==> src/sv/universal_string_hash_assert.svh <==
// assertion macros for the string hash block
// each macro expects clk and arst_n in the enclosing scope
`ifndef UNIVERSAL_STRING_HASH_ASSERT_SVH
`define UNIVERSAL_STRING_HASH_ASSERT_SVH

// consequent checked in the same cycle
`define USH_ASSERT_NOW(label, ante, cons) \
	label: assert property (@(posedge clk) disable iff (!arst_n) (ante) |-> (cons)) \
		else $error("string hash check failed");

// consequent checked in the next cycle
`define USH_ASSERT_NEXT(label, ante, cons) \
	label: assert property (@(posedge clk) disable iff (!arst_n) (ante) |=> (cons)) \
		else $error("string hash check failed");

`endif

==> src/sv/ush_pkg.sv <==
package ush_pkg;

	// largest table size is 2**INDEX_BITS
	localparam int INDEX_BITS = 16;

	// fixed field widths
	localparam int TSW      = 17;
	localparam int CHAR_W   = 8;
	localparam int BUCKET_W = 16;

	// hash constants
	localparam int HASH_SEED_MULT   = 31415;
	localparam int HASH_STEP_MULT   = 27183;
	localparam int STEP_W           = 15;
	localparam int TABLE_SIZE_RESET = 1024;

	// multiplier register must hold the seed even for small index widths
	localparam int MW  = (INDEX_BITS > STEP_W) ? INDEX_BITS : STEP_W;
	// product widths: a*h + c, and a*step
	localparam int HPW = MW + INDEX_BITS + 1;
	localparam int MPW = MW + STEP_W;
	// common width of the serial reducers
	localparam int PW  = (HPW > MPW) ? HPW : MPW;
	localparam int CNTW = $clog2(PW);

	// compare width for clamping the table size
	localparam int CW = (TSW > INDEX_BITS + 1) ? TSW : INDEX_BITS + 1;

	// apb port
	localparam int APB_AW = 3;
	localparam int APB_DW = 32;
	localparam logic [APB_AW-3:0] REG_TABLE_SIZE = '0;

	// reducer control
	typedef struct packed {
		logic load;
		logic step;
	} red_ctrl_t;

endpackage

==> src/sv/ush_reducer.sv <==
module ush_reducer (
	input  logic                          clk,
	input  ush_pkg::red_ctrl_t            ctrl,
	input  logic [ush_pkg::PW-1:0]        product,
	input  logic [ush_pkg::INDEX_BITS:0]  divisor,
	output logic [ush_pkg::INDEX_BITS-1:0] remainder
);
	import ush_pkg::*;

	logic [PW-1:0]         prod_q;
	logic [INDEX_BITS-1:0] rem_q;
	logic [INDEX_BITS:0]   trial;
	logic [INDEX_BITS:0]   diff;

	// next partial remainder: shift in the next product bit, subtract once
	always_comb begin
		trial = {rem_q, prod_q[PW-1]};
		diff  = trial - divisor;
	end

	// restoring reduction, one product bit per cycle while step is high, msb first
	always_ff @(posedge clk) begin
		if (ctrl.load) begin
			prod_q <= product;
			rem_q  <= '0;
		end else if (ctrl.step) begin
			prod_q <= {prod_q[PW-2:0], 1'b0};
			if (trial >= divisor) begin
				rem_q <= diff[INDEX_BITS-1:0];
			end else begin
				rem_q <= trial[INDEX_BITS-1:0];
			end
		end
	end

	assign remainder = rem_q;

endmodule

==> src/sv/universal_string_hash.sv <==
// a nonzero byte occupies the block until the two bit-serial remainder units have
// walked the products one bit a cycle and the new hash and multiplier are stored
// a zero byte needs no reduction and its bucket index shows the next cycle
// a finished index waits in an output register, input stalls while it is held off
// reset: table size 1024, hash 0, multiplier 31415, no pending result
`include "universal_string_hash_assert.svh"

module universal_string_hash (
	input  logic                          clk,
	input  logic                          arst_n,
	input  logic                          psel,
	input  logic                          penable,
	input  logic                          pwrite,
	input  logic [ush_pkg::APB_AW-1:0]    paddr,
	input  logic [ush_pkg::APB_DW-1:0]    pwdata,
	output logic [ush_pkg::APB_DW-1:0]    prdata,
	output logic                          pready,
	input  logic                          char_valid,
	output logic                          char_stall,
	input  logic [ush_pkg::CHAR_W-1:0]    char_code,
	output logic                          bucket_valid,
	input  logic                          bucket_stall,
	output logic [ush_pkg::BUCKET_W-1:0]  bucket_index
);
	import ush_pkg::*;

	localparam logic [1:0] ST_IDLE = 2'd0;
	localparam logic [1:0] ST_RUN  = 2'd1;
	localparam logic [1:0] ST_DONE = 2'd2;
	localparam logic [CNTW-1:0] CNT_LAST = CNTW'(PW - 1);
	localparam logic [CW-1:0] SIZE_TOP = CW'(1) << INDEX_BITS;
	localparam logic [CW-1:0] SIZE_MIN = CW'(2);

	logic [TSW-1:0]         table_size_q;
	logic [1:0]             state_q;
	logic [CNTW-1:0]        cnt_q;
	logic [INDEX_BITS-1:0]  hash_q;
	logic [MW-1:0]          mult_q;
	logic                   bucket_valid_q;
	logic [BUCKET_W-1:0]    bucket_index_q;

	logic                   cfg_write;
	logic                   char_accept;
	logic                   char_nonzero;
	logic [CW-1:0]          size_ext;
	logic [INDEX_BITS:0]    eff_size;
	logic [INDEX_BITS:0]    mult_div;
	logic [MW+INDEX_BITS-1:0] hash_mul;
	logic [MPW-1:0]         mult_mul;
	logic [PW-1:0]          hash_prod;
	logic [PW-1:0]          mult_prod;
	logic [INDEX_BITS-1:0]  hash_rem;
	logic [INDEX_BITS-1:0]  mult_rem;
	logic [INDEX_BITS+BUCKET_W-1:0] hash_wide;
	red_ctrl_t              red_ctrl;

	// configuration port
	assign pready    = 1'b1;
	assign cfg_write = psel && penable && pwrite && pready;

	always_comb begin
		prdata = '0;
		if (paddr[APB_AW-1:2] == REG_TABLE_SIZE) begin
			prdata = APB_DW'(table_size_q);
		end
	end

	always_ff @(posedge clk or negedge arst_n) begin
		if (!arst_n) begin
			table_size_q <= TSW'(TABLE_SIZE_RESET);
		end else if (cfg_write && paddr[APB_AW-1:2] == REG_TABLE_SIZE) begin
			table_size_q <= pwdata[TSW-1:0];
		end
	end

	// effective table size, clamped to 2 .. 2**INDEX_BITS
	always_comb begin
		size_ext = CW'(table_size_q);
		priority if (size_ext < SIZE_MIN) begin
			size_ext = SIZE_MIN;
		end else if (size_ext > SIZE_TOP) begin
			size_ext = SIZE_TOP;
		end
		eff_size = size_ext[INDEX_BITS:0];
		mult_div = eff_size - 1'b1;
	end

	// input transaction handshake
	assign char_stall   = (state_q != ST_IDLE) || (bucket_valid_q && bucket_stall);
	assign char_accept  = char_valid && !char_stall;
	assign char_nonzero = |char_code;

	// products for the next step
	always_comb begin
		hash_mul  = mult_q * hash_q;
		mult_mul  = mult_q * STEP_W'(HASH_STEP_MULT);
		hash_prod = PW'(hash_mul) + PW'(char_code);
		mult_prod = PW'(mult_mul);
	end

	// reducer control
	always_comb begin
		red_ctrl.load = char_accept && char_nonzero;
		red_ctrl.step = (state_q == ST_RUN);
	end

	ush_reducer u_hash_red (
		.clk       (clk),
		.ctrl      (red_ctrl),
		.product   (hash_prod),
		.divisor   (eff_size),
		.remainder (hash_rem)
	);

	ush_reducer u_mult_red (
		.clk       (clk),
		.ctrl      (red_ctrl),
		.product   (mult_prod),
		.divisor   (mult_div),
		.remainder (mult_rem)
	);

	// sequencer and running state
	always_ff @(posedge clk or negedge arst_n) begin
		if (!arst_n) begin
			state_q <= ST_IDLE;
			cnt_q   <= '0;
			hash_q  <= '0;
			mult_q  <= MW'(HASH_SEED_MULT);
		end else begin
			unique case (state_q)
				ST_IDLE: begin
					if (char_accept && char_nonzero) begin
						state_q <= ST_RUN;
						cnt_q   <= '0;
					end else if (char_accept) begin
						hash_q <= '0;
						mult_q <= MW'(HASH_SEED_MULT);
					end
				end
				ST_RUN: begin
					cnt_q <= cnt_q + 1'b1;
					if (cnt_q == CNT_LAST) begin
						state_q <= ST_DONE;
					end
				end
				ST_DONE: begin
					hash_q  <= hash_rem;
					mult_q  <= MW'(mult_rem);
					state_q <= ST_IDLE;
				end
				default: begin
					state_q <= ST_IDLE;
				end
			endcase
		end
	end

	// output register
	assign hash_wide = {{BUCKET_W{1'b0}}, hash_q};

	always_ff @(posedge clk or negedge arst_n) begin
		if (!arst_n) begin
			bucket_valid_q <= 1'b0;
		end else if (char_accept && !char_nonzero) begin
			bucket_valid_q <= 1'b1;
		end else if (!bucket_stall) begin
			bucket_valid_q <= 1'b0;
		end
	end

	always_ff @(posedge clk) begin
		if (char_accept && !char_nonzero) begin
			bucket_index_q <= hash_wide[BUCKET_W-1:0];
		end
	end

	assign bucket_valid = bucket_valid_q;
	assign bucket_index = bucket_index_q;

	// checks
	`USH_ASSERT_NOW(a_busy_stalls, state_q != ST_IDLE, char_stall)
	`USH_ASSERT_NEXT(a_byte_starts_run, char_accept && char_nonzero, state_q == ST_RUN)
	`USH_ASSERT_NEXT(a_hash_in_range, state_q == ST_DONE, {1'b0, hash_q} < eff_size)
	`USH_ASSERT_NOW(a_result_from_zero, $rose(bucket_valid_q), $past(char_accept && !char_nonzero))

endmodule

==> config.mk <==
export PLATFORM = sky130hd
export DESIGN_NAME = universal_string_hash
export DESIGN_NICKNAME = d
export VERILOG_FILES = /design/src/sv/ush_pkg.sv /design/src/sv/ush_reducer.sv /design/src/sv/universal_string_hash.sv
export VERILOG_INCLUDE_DIRS = /design/src /design/src/sv
export SDC_FILE = /design/constraint.sdc
export NUM_CORES = 1
export LEC_CHECK = 0
export ABC_AREA = 1
export ABC_CLOCK_PERIOD_IN_PS = 5850
export BUFFER_PORTS_ARGS = -buffer_cell sky130_fd_sc_hd__buf_2
export CAP_MARGIN = 0
export CORE_MARGIN = 3
export CORE_UTILIZATION = 45
export CTS_CLUSTER_SIZE = 40
export DETAILED_ROUTE_END_ITERATION = 12
export PLACE_DENSITY = 0.61
export SYNTH_ARGS = -nofsm -noshare
export SYNTH_HDL_FRONTEND = slang
export SYNTH_HIERARCHICAL = 1
export SYNTH_SLANG_ARGS = --single-unit
==> constraint.sdc <==
create_clock -name clk -period 5.85 [get_ports clk]
set_input_delay 0.8775 -clock clk [delete_from_list [all_inputs] [get_ports clk]]
set_output_delay 0.8775 -clock clk [all_outputs]
set_load 0.1 [all_outputs]
## Yosys cells after proc, flatten, opt, wreduce, memory -nomap -nowiden

Cells that the tools add are included.

| storage, ports and cells | value |
|---|---|
| register bits after elaboration | 172 |
| bits of input ports | 50 |
| output and inout port bits | 51 |

| operators by class | value |
|---|---|
| add/sub/neg operators | 5 |
| multiply operators | 2 |
| $lt $le $gt $ge | 4 |
| eq/ne operators | 8 |
| multiplexer cells | 22 |
| bitwise operators | 1 |
| reductions and logical operators | 19 |

Operator list:

| cell | count |
|---|---|
| two-way mux 16 bit | 6 |
| two-way mux 33 bit | 2 |
| one-hot mux 16 bit (2 select lines) | 2 |
| two-way mux 31 bit | 2 |
| two-way mux 17 bit | 3 |
| greater-or-equal comparator 17 bit | 2 |
| adder 32 x 8 -> 33 bit | 1 |
| multiplier 16 x 16 -> 32 bit | 1 |
| subtractor 16 bit | 2 |
| multiplier 16 x 15 -> 31 bit, second input constant | 1 |
| > comparator 17 bit, second input constant | 1 |
| less-than comparator 17 x 2 -> 1 bit, second input constant | 1 |
| subtractor 17 x 1 -> 17 bit, second input constant | 1 |
| one-hot mux 6 bit (2 select lines) | 1 |
| nonzero test 2 bit | 4 |
| OR reduction 8 bit | 1 |
| logical AND 1 bit | 7 |
| adder 6 x 1 -> 6 bit, second input constant | 1 |
| == test 6 bit, second input constant | 1 |
| two-way mux 6 bit | 1 |
| != test 2 bit, second input constant | 3 |
| two-way mux 2 bit | 2 |
| != test 2 x 1 -> 1 bit, second input constant | 2 |
| one-hot mux 2 bit (2 select lines) | 1 |
| 9 further kinds | 12 |

## Logic depth before layout (Yosys ltp)

Gate-level depths: netlist (run 1).

| depth | value |
|---|---|
| depth in word-level cells | 7 |
| depth in mapped cells | 29 |
| mapped depth without buffers | 27 |

## Cells and area by module

Netlist (run 1), hierarchy kept.

Modules (own cells, without submodules):

| module | times used | cells each | area an instance (um2) |
|---|---|---|---|
| universal_string_hash | 1 | 2348 | 18210.0 |
| ush_reducer | 2 | 465 | 3339.5 |

## Worst setup path after synthesis (run 1)

No wires, ideal clock.

| timing | value |
|---|---|
| kind | flip-flop to flip-flop |
| start | register mult_q[5] |
| end | register u_hash_red.prod_q[32], data pin |
| library setup time | 0.252 ns |
| arrival | 5.712 ns |
| data required time | 5.598 ns |
| path slack | -0.115 ns |
| cell stages (with the launch flop) | 27 |
| buffers on the path | 2 |
| period minus slack after synthesis | 5.965 ns |
| cells stage by stage | dfstp_2 > clkbuf_1 > clkbuf_1 > nand2_1 > fa_1 > inv_1 > fa_1 > inv_1 > fa_1 > inv_1 > fa_1 > fa_1 > inv_1 > fa_1 > inv_1 > ha_1 > nand2_1 > inv_1 > a21oi_1 > a21boi_0 > nand2_1 > nand3_1 > nand2_1 > nand2_1 > nand2_1 > nand2_1 > nand2_1 |

| on the way | value |
|---|---|
| cells in the longest elaborated chain, start to end | 3 |

RTL lines:

| element | line | text |
|---|---|---|
| start, declared | universal_string_hash.sv:38 | `logic [MW-1:0] mult_q;` |
| start signal, assigned | universal_string_hash.sv:129 | `mult_q <= MW'(HASH_SEED_MULT);` |
| start signal, assigned | universal_string_hash.sv:138 | `mult_q <= MW'(HASH_SEED_MULT);` |
| start signal, assigned | universal_string_hash.sv:149 | `mult_q <= MW'(mult_rem);` |
| multiplier 16 x 16 -> 32 bit | universal_string_hash.sv:95 | `hash_mul = mult_q * hash_q;` |
| adder 32 x 8 -> 33 bit | universal_string_hash.sv:97 | `hash_prod = PW'(hash_mul) + PW'(char_code);` |
| net hash_prod[32] | universal_string_hash.sv:50 | `logic [PW-1:0] hash_prod;` |
| two-way mux 33 bit | ush_reducer.sv:23 | `if (ctrl.load) begin` |
| end signal, assigned | ush_reducer.sv:24 | `prod_q <= product;` |
| end signal, assigned | ush_reducer.sv:27 | `prod_q <= {prod_q[PW-2:0], 1'b0};` |
| end, declared | ush_reducer.sv:10 | `logic [PW-1:0] prod_q;` |

The timed path passes the listed nets, and every way through them passes these cells.
A chain may end at the register's enable or synchronous reset.

## Worst setup path after layout (run 1)

| timing | value |
|---|---|
| start | register mult_q[5] |
| end | register u_hash_red.prod_q[28], data pin |

Same word-level chain as after synthesis.

==> flow_metrics.tcl, run 1 <==
set metrics [dict create \
    grt_overflow 0 \
    numClockSinks 172 \
    grt_max_degree 59 \
    insertion_delay_ns 0.51 \
    min_period_ns 5.728 \
    cts_tree "done" \
    rsz0062_at_grt "yes" \
    grt.total_usage_pct 22.32 \
    grt_first_pass_wirelength_um 103000 \
    numCtsBuffers 17 \
    cp_max_fo 6 \
    drt-total-wl_um 62210 \
    maxCapViolCount 0 \
    max_freq_ghz 0.1746 \
    max_stage_delay_ns 0.63 \
    gp_congestion 0.9146 \
    outcome "completed" \
    diodes 0 \
    fin_crit_sh_pct 97.92 \
    worstPathArrival_ns 5.99 \
    syn2layout_area_growth_pct 12.90 \
    netlist.area_leader.share_pct 23.17 \
    multiInputGateArea_um2 17440 \
    stdcell_area_um2 28100 \
    die-area_um2 58170 \
    placed_cells 4081 \
    clock_skew_ns 0.01360 \
    nets 4054 \
    cpMostUsedCell "nand2_1" \
    viasPerCell 4.945 \
    required_ns 6.11 \
    setup_tns_ns 0 \
    hpwl_um 50540 \
    max_slew_margin_pct 26.09 \
    worst_setup_path_end_kind "flip-flop" \
    path_class "flip-flop to flip-flop" \
    r2r_slack_ns 0.12 \
    yosysSeqAreaShare_pct 18.36 \
    num_rows 85 \
    cp_top_family "adder cells" \
    worstPathBufferInverterCount 5 \
    yosysUniqueCellTypes 49 \
    syn_inst 3278 \
    cp_slowest_cell "dfstp_2" \
    hold_buffers 0 \
    cts_max_path_buffers 2 \
    setup_violations 0 \
    ant_nets 0 \
    nFillCells 5369 \
    seqCellArea_um2 4589 \
    clkSlewWorstSetupHoldPaths_ns 0.08 \
    ios 101 \
    start_util_pct 45.89 \
    drive_gt1_share_pct 13.51 \
    dr_total_vias 20460 \
    tightest_slew_ns 1.105 \
    startpoint_type "flip-flop" \
    port_buffers 67 \
    synthesis.area_um2 24890 \
    ctsHtreeMaxLevel 4 \
    antenna_found_initial 1 \
    dieWidth_um 241.2 \
    yosys.area.top_type "fa_1" \
    core_area_um2 54240 \
    drtPass1Iterations 5 \
    final_cells 4138 \
    placed_area_um2 26650 \
    hold_viol 0 \
    ys_seq_elements 172 \
    syn-mean-instance-area_um2 7.593 \
    drc 0 \
    slew_violations 0 \
    die_h_um 241.2 \
    grt_pass1_vias 20180 \
    yosysWarnings 6 \
    min_path_type "flip-flop to flip-flop" \
    ctsRootBufferMaster "clkbuf_16" \
    synth_area_leaders "fa_1 23%, ha_1 14%, nand2_1 14%" \
    drt-initial-drc-count 1146 \
    wire_per_inst_um 15.03 \
    path_cells "buf_12 -> nand2_1 -> fa_2 -> fa_1 -> inv_1 -> fa_1 -> fa_2 -> fa_1 -> inv_1 -> fa_1 -> inv_1 -> ha_4 -> nand2_1 -> nor2_1 -> inv_1 -> nor3_2 -> nand3_2 -> nand4_1 -> nand2_1 -> nand2_1 -> nand2_1" \
]
-- through the flow --
stage | setup WS (ns) | util (%) | hold slack (ns)
after floorplan | -0.001387 | - | 0.4231
after global placement | -0.05788 | 49.14 | 0.4893
after detailed placement | -0.08068 | 49.14 | 0.4893
after CTS | 0.0004192 | 50.42 | 0.5013
after global routing | -0.1257 | 51.81 | 0.5336
final | 0.1217 | 51.81 | 0.4954
-- final timing paths --
path / from / endpoint / cells after the start
worst max-delay path: mult_q[5] / u_hash_red/prod_q[28] / 21
worst min register to register: u_hash_red/remainder[2] / hash_q[2] / 2
worst max register to register: mult_q[5] / u_hash_red/prod_q[28] / 21
worst min-delay path: u_hash_red/remainder[2] / hash_q[2] / 2
min in group asynchronous: arst_n / bucket_valid / 2
max in group asynchronous: arst_n / mult_q[8] / 2
-- cell type report --
| type | count | area share (%) |
|---|---|---|
| Timing Repair Buffer | 234 | 6.113 |
| Inverter | 759 | 10.17 |
| Clock inverter | 14 | 0.6145 |
| Tap cell | 696 | 3.099 |
| Clock buffer | 18 | 1.603 |
| Sequential cell | 172 | 16.33 |
| Multi-Input combinational cell | 2245 | 62.07 |
-- cell usage in the layout, fill, tap and decap left out, types with 13 or more instances in the layout --
cell type  synthesis  final
nand2_1          908    895
inv_1            755    744
fa_1             288    283
ha_1             287    269
nor2_1           186    157
nand3_1          156    150
buf_4             17    147
a21oi_1          109     90
edfxtp_1          82     82
buf_2              5     68
o21ai_0           73     65
xor2_1            38     38
nor2_2            13     36
dfrtp_1           46     33
dfxtp_1           32     32
xnor2_1           28     28
nand3_2           21     27
nand4_1           25     25
nand2_2            9     21
a21oi_2            1     20
conb_1             2     18
clkbuf_16          0     18
ha_4               0     16
nand3b_1          15     15
dfrtp_2            0     13
-- sequential cells by signal, indices dropped and copies added, names as in the netlist --
| name | cells |
|---|---|
| bucket_index | 16 |
| bucket_valid | 1 |
| cnt_q | 6 |
| hash_q | 16 |
| mult_q | 16 |
| state_q | 2 |
| table_size_q | 17 |
| u_hash_red/prod_q | 33 |
| u_hash_red/remainder | 16 |
| u_mult_red/prod_q | 33 |
| u_mult_red/remainder | 16 |
-- Yosys cell counts (all sizes together) --
cell,instances
dfrtp,46
o41ai,2
a21boi,3
clkinv,1
ha,287
o32ai,1
o21bai,4
xor2,38
nand3,177
and2,5
nor2,202
edfxtp,82
o21ai,83
conb,2
fa,288
nand4,25
o22ai,2
nand2,922
a31oi,2
o21a,1
a211oi,1
nand3b,15
dfxtp,32
inv,758
dfstp,12
nor4,3
buf,29
a21o,8
clkbuf,89
a21oi,110
or2,2
nor3,18
xnor2,28
-- tightest hold or removal path, stage by stage, from the launching register on --
cell and delay (ns):
dfxtp_1 0.34, nand3_1 0.08, nand2_1 0.05
-- per-layer routing --
metal  up-vias  GRT usage, %  share of wire (%)
met5         -             0                  0
met4         0         5.414                1.6
met3        69         4.274                5.7
met2       458         35.77                 45
met1      9723         31.32                 47
li1      10210             -                  -
-- timing repair --
item,4_1_cts,5_1_grt
buffers inserted,4,21
endpoints found under the setup margin,10,35
pin swaps,1,63
resized for setup,7,156
-- kinds of logic (layout without fill, tap and decap cells) --
| group | after synthesis | in the layout | share of synthesized area (%) |
|---|---|---|---|
| xor gates and xnor gates | 66 | 66 | 2.323 |
| and+or+nand+nor | 1369 | 1369 | 23.13 |
| buffers and inverters | 877 | 1025 | 13.89 |
| DFF | 172 | 172 | 18.36 |
| adders and majority gates | 575 | 575 | 37.59 |
| AOI/OAI and AO/OA | 217 | 217 | 4.675 |
| other | 2 | 18 | 0.03017 |
Power of run 1 is left out: the tool's default activity adds up to more than one toggle a clock period on the data nets, which glitch-free logic cannot reach.
==> run 2: changes to the inputs <==
--- a/config.mk
+++ b/config.mk
@@ -7,14 +7,15 @@
 export NUM_CORES = 1
 export LEC_CHECK = 0
 export ABC_AREA = 1
-export ABC_CLOCK_PERIOD_IN_PS = 5850
+export ABC_CLOCK_PERIOD_IN_PS = 5300
 export BUFFER_PORTS_ARGS = -buffer_cell sky130_fd_sc_hd__buf_2
 export CAP_MARGIN = 0
 export CORE_MARGIN = 3
 export CORE_UTILIZATION = 45
 export CTS_CLUSTER_SIZE = 40
 export DETAILED_ROUTE_END_ITERATION = 12
-export PLACE_DENSITY = 0.61
+export PLACE_DENSITY = 0.58
+export SKIP_LAST_GASP = 1
 export SYNTH_ARGS = -nofsm -noshare
 export SYNTH_HDL_FRONTEND = slang
 export SYNTH_HIERARCHICAL = 1
==> constraint.sdc (replaced) <==
create_clock -name clk -period 5.3 [get_ports clk]
set_input_delay 0.795 -clock clk [delete_from_list [all_inputs] [get_ports clk]]
set_output_delay 0.795 -clock clk [all_outputs]
set_load 0.1 [all_outputs]
==> run 2 against run 1 <==
The flow now finishes with violations (setup timing). Design area increased by 6.2%. Non-clock buffer count is 112 higher. Critical path depth grew 2. Flip-flop and latch count unchanged. Sequential share of layout area fell by 0.93 points. Hold slack worse by 0.072 ns. Clock skew grew 0.022 ns. Die area stayed put. First-iteration DRC count increased by 1.6%. Critical path type unchanged.
==> flow_metrics.tcl, run 2 (synthesis gave the netlist of run 1 again) <==
set metrics [dict create \
    dieWidth_um 241.2 \
    nets 4166 \
    startpoint_type "flip-flop" \
    cp_max_fo 6 \
    syn2layout_area_growth_pct 19.86 \
    diodes 0 \
    worstPathArrival_ns 5.84 \
    insertion_delay_ns 0.52 \
    min_path_type "input pin to async pin" \
    drt-initial-drc-count 1164 \
    drt-total-wl_um 67120 \
    port_buffers 67 \
    die-area_um2 58170 \
    final_common_cell "nand2_1" \
    grt_pass1_vias 21780 \
    ios 101 \
    final_cells 4250 \
    cts_max_path_buffers 2 \
    grt_first_pass_wirelength_um 110700 \
    num_rows 85 \
    rsz0062_at_grt "yes" \
    drc 0 \
    max_slew_margin_pct 28.12 \
    placed_cells 4165 \
    whs_ns 0.4236 \
    wire_per_inst_um 15.79 \
    numCtsBuffers 17 \
    maxCapViolCount 0 \
    grt_overflow 0 \
    min_period_ns 5.570 \
    dr_total_vias 21080 \
    hpwl_um 55560 \
    ctsHtreeMaxLevel 4 \
    ant_nets 0 \
    numClockSinks 172 \
    violations "setup timing" \
    grt.total_usage_pct 24.08 \
    fin_crit_sh_pct 105.1 \
    required_ns 5.57 \
    drtPass1Iterations 5 \
    max_freq_ghz 0.1795 \
    viasPerCell 4.959 \
    cts_tree "done" \
    slew_violations 0 \
    gp_congestion 0.9524 \
    core_area_um2 54240 \
    clock_skew_ns 0.03599 \
    clkSlewWorstSetupHoldPaths_ns 0.08 \
    grt_max_degree 59 \
    worst_slack_ns -0.2702 \
    antenna_found_initial 0 \
    utilization_pct 55.00 \
    outcome "finished, violations left" \
    ctsRootBufferMaster "clkbuf_16" \
    drive_gt1_share_pct 19.89 \
    worst_setup_path_end_kind "flip-flop" \
    setup_violations 29 \
    die_h_um 241.2 \
    hold_viol 0 \
    nFillCells 5141 \
    start_util_pct 45.89 \
    hold_buffers 0 \
    reg_top3 "u_hash_red/prod_q: 33 flops, u_mult_red/prod_q: 33 flops, table_size_q: 17 flops" \
    tightest_slew_ns 1.078 \
    path_class "flip-flop to flip-flop" \
    final_cell_mix "858 x nand2_1, 720 x inv_1, 271 x fa_1" \
]
==> run 2: changes by cell type in the layout (fill, tap and decap cells not counted), moves of 11 or more <==
cell	before	now
buf_12	6	17
o21ai_0	65	53
nor2_1	157	145
nand2_4	6	21
buf_4	147	244
inv_2	12	36
fa_2	5	17
a21oi_4	0	13
nand2_1	895	858
inv_1	744	720
ha_4	16	27
fa_1	283	271
nand2_2	21	43
a21oi_1	90	72
==> run 2: timing repair <==
| item | in CTS | in global routing |
|---|---|---|
| gates resized for setup | 168 | 123 |
| cloned | 0 | 1 |
| pin swaps | 85 | 78 |
| endpoints found under the setup margin | 44 | 44 |
| setup buffers | 26 | 27 |
==> run 2: layer usage <==
layer / GRT usage, % / vias to the layer above / wire (um)
met2: 39.41 / 401 / 31490
met5: 0 / - / 0
li1: - / 10410 / -
met1: 33.40 / 10190 / 31660
met4: 7.134 / 0 / 1678
met3: 3.268 / 80 / 2297
==> run 2: metrics by stage <==
stage,area (um^2),setup slack [ns],setup TNS [ns]
floorplan,25440,-0.08610,-0.3019
global placement,27640,-0.4083,-10.33
detailed placement,27640,-0.4699,-11.65
CTS,29140,-0.2076,-3.191
global route,29830,-0.4776,-10.84
finish,29830,-0.2702,-3.154
==> run 2: cell type report <==
cell class,instances,area (um^2),area share (%)
Sequential cell,172,4594,15.40
Inverter,759,2856,9.576
Timing Repair Buffer,346,2728,9.144
Clock inverter,15,220.2,0.7382
Tap cell,696,870.8,2.919
Multi-Input combinational cell,2245,18140,60.80
Clock buffer,17,425.4,1.426
==> run 2: critical path, stage by stage (launching register included) <==
cell and delay (ns):
dfstp_2 0.64, buf_6 0.13, nand2_4 0.04, fa_1 0.53
inv_1 0.05, fa_1 0.51, inv_2 0.04, fa_1 0.42
inv_1 0.08, fa_2 0.43, fa_1 0.50, inv_2 0.04
fa_1 0.54, inv_2 0.04, ha_4 0.24, a21o_1 0.18
nand2_1 0.08, nand2_2 0.07, a21oi_2 0.18, nand3_2 0.14
buf_6 0.15, xor2_2 0.17, nand2_1 0.08, nand2_1 0.05
==> run 2: path summary, 6_finish.rpt <==
check / startpoint / slack (ns) / depth (start not counted) / endpoint
worst min register to register: u_hash_red/remainder[6] / 0.49 / 2 / hash_q[6]
worst min-delay path: arst_n / 0.42 / 2 / table_size_q[7]
min in group clk: u_hash_red/remainder[6] / 0.49 / 2 / hash_q[6]
worst max-delay path: mult_q[5] / -0.27 / 23 / u_hash_red/prod_q[21]
worst max register to register: mult_q[5] / -0.27 / 23 / u_hash_red/prod_q[21]
max in group asynchronous: arst_n / 4.26 / 2 / mult_q[6]
Power of run 2 is left out for the same reason.
==> run 3: changes to the inputs <==
--- a/config.mk
+++ b/config.mk
@@ -11,10 +11,10 @@
 export BUFFER_PORTS_ARGS = -buffer_cell sky130_fd_sc_hd__buf_2
 export CAP_MARGIN = 0
 export CORE_MARGIN = 3
-export CORE_UTILIZATION = 45
+export CORE_UTILIZATION = 58
 export CTS_CLUSTER_SIZE = 40
 export DETAILED_ROUTE_END_ITERATION = 12
-export PLACE_DENSITY = 0.58
+export PLACE_DENSITY = 0.73
 export SKIP_LAST_GASP = 1
 export SYNTH_ARGS = -nofsm -noshare
 export SYNTH_HDL_FRONTEND = slang
==> run 3 against run 2 <==
The flow still finishes with violations (setup timing). Non-clock buffer count up 35. Design area up 2.7%. Cell count down 2.9%.
==> flow_metrics.tcl, run 3 (synthesis gave the netlist of run 1 again) <==
set metrics [dict create \
    viasPerCell 5.430 \
    nFillCells 3090 \
    whs_ns 0.4375 \
    maxCapViolCount 0 \
    drt-total-wl_um 74210 \
    ctsHtreeMaxLevel 4 \
    insertion_delay_ns 0.52 \
    drc 0 \
    die_h_um 213.2 \
    grt_first_pass_wirelength_um 112500 \
    port_buffers 67 \
    required_ns 5.55 \
    setup_tns_ns -9.922 \
    grt_overflow 0 \
    die-area_um2 45430 \
    slew_violations 0 \
    grt.total_usage_pct 31.75 \
    hpwl_um 55170 \
    worstPathBufferInverterCount 10 \
    final_cell_mix "824 x nand2_1, 682 x inv_1, 266 x fa_1" \
    cp_slowest_cell "fa_2" \
    antenna_found_initial 0 \
    numClockSinks 172 \
    gp_congestion 0.9867 \
    worstPathArrival_ns 5.95 \
    rsz0062_at_grt "yes" \
    drtPass1Iterations 6 \
    worst_slack_ns -0.4010 \
    dpl_worst_slack_ns -0.3812 \
    violations "setup timing" \
    startpoint_type "flip-flop" \
    start_util_pct 59.07 \
    grt_pass1_vias 22380 \
    drive_gt1_share_pct 24.10 \
    cp_max_fo 7 \
    max_slew_margin_pct 20.81 \
    outcome "finished, violations left" \
    core_area_um2 42130 \
    ctsRootBufferMaster "clkbuf_16" \
    max_stage_delay_ns 0.60 \
    reg_top3 "u_hash_red/prod_q: 33 flops, u_mult_red/prod_q: 33 flops, table_size_q: 17 flops" \
    wire_per_inst_um 17.98 \
    min_path_type "input pin to async pin" \
    numCtsBuffers 17 \
    hold_viol 0 \
    dieWidth_um 213.2 \
    min_period_ns 5.701 \
    dr_total_vias 22420 \
    num_rows 75 \
    ios 101 \
    cts_max_path_buffers 2 \
    cp_top_family "adder cells" \
    setup_violations 42 \
    fin_crit_sh_pct 107.6 \
    diodes 0 \
    drt-initial-drc-count 1750 \
    final_common_cell "nand2_1" \
    tightest_slew_ns 1.184 \
    ant_nets 0 \
    cts_tree "done" \
    grt_max_degree 59 \
    clock_skew_ns 0.02075 \
    syn2layout_area_growth_pct 23.12 \
    worst_setup_path_end_kind "flip-flop" \
    path_class "flip-flop to flip-flop" \
    max_freq_ghz 0.1754 \
    clkSlewWorstSetupHoldPaths_ns 0.07 \
    nets 4201 \
]
-- run 3: metal layers --
layer / vias up / wire length [um] / track usage (%) / share of wire [%]
li1: 10480 / - / - / -
met1: 10760 / 29370 / 41.17 / 40
met2: 915 / 35410 / 52.11 / 48
met3: 259 / 5377 / 5.862 / 7.2
met4: 0 / 4060 / 14.31 / 5.5
met5: - / 0 / 0 / 0
-- run 3: area by class of cell --
cell class | instances | area, um^2 | area share, %
multi-input cells | 2245 | 18850 | 61.52
flip-flops and latches | 172 | 4599 | 15.01
repair buffers | 381 | 3077 | 10.04
inverters | 759 | 2867 | 9.354
well taps | 539 | 674.4 | 2.201
clock buffers | 23 | 499.2 | 1.629
clock inverters | 9 | 75.07 | 0.2450
-- run 3: timing repair --
item	4_1_cts	5_1_grt
cloned	0	0
pin swaps	145	146
hold buffers	0	0
endpoints found under the setup margin	44	45
buffers inserted	53	43
resized for setup	288	226
-- run 3: final timing paths --
kind	startpoint	endpoint	slack [ns]	cells past startpoint
min in group clk	u_mult_red/remainder[9]	u_mult_red/remainder[9]	0.51	2
max in group asynchronous	arst_n	mult_q[6]	4.29	2
max reg2reg	mult_q[9]	u_mult_red/prod_q[29]	-0.40	26
max	mult_q[9]	u_mult_red/prod_q[29]	-0.40	26
min reg2reg	u_mult_red/remainder[9]	u_mult_red/remainder[9]	0.51	2
min	arst_n	table_size_q[9]	0.44	2
-- run 3: stage by stage --
stage | util, % | instance area, um^2 | instances
after CTS | 69.84 | 29430 | 4088
after floorplan | - | 25440 | 3294
final | 72.73 | 30640 | 4128
after detailed placement | 64.99 | 27380 | 4006
after global routing | 72.73 | 30640 | 4128
after global placement | 64.99 | 27380 | 4006
Power of run 3 is left out for the same reason.
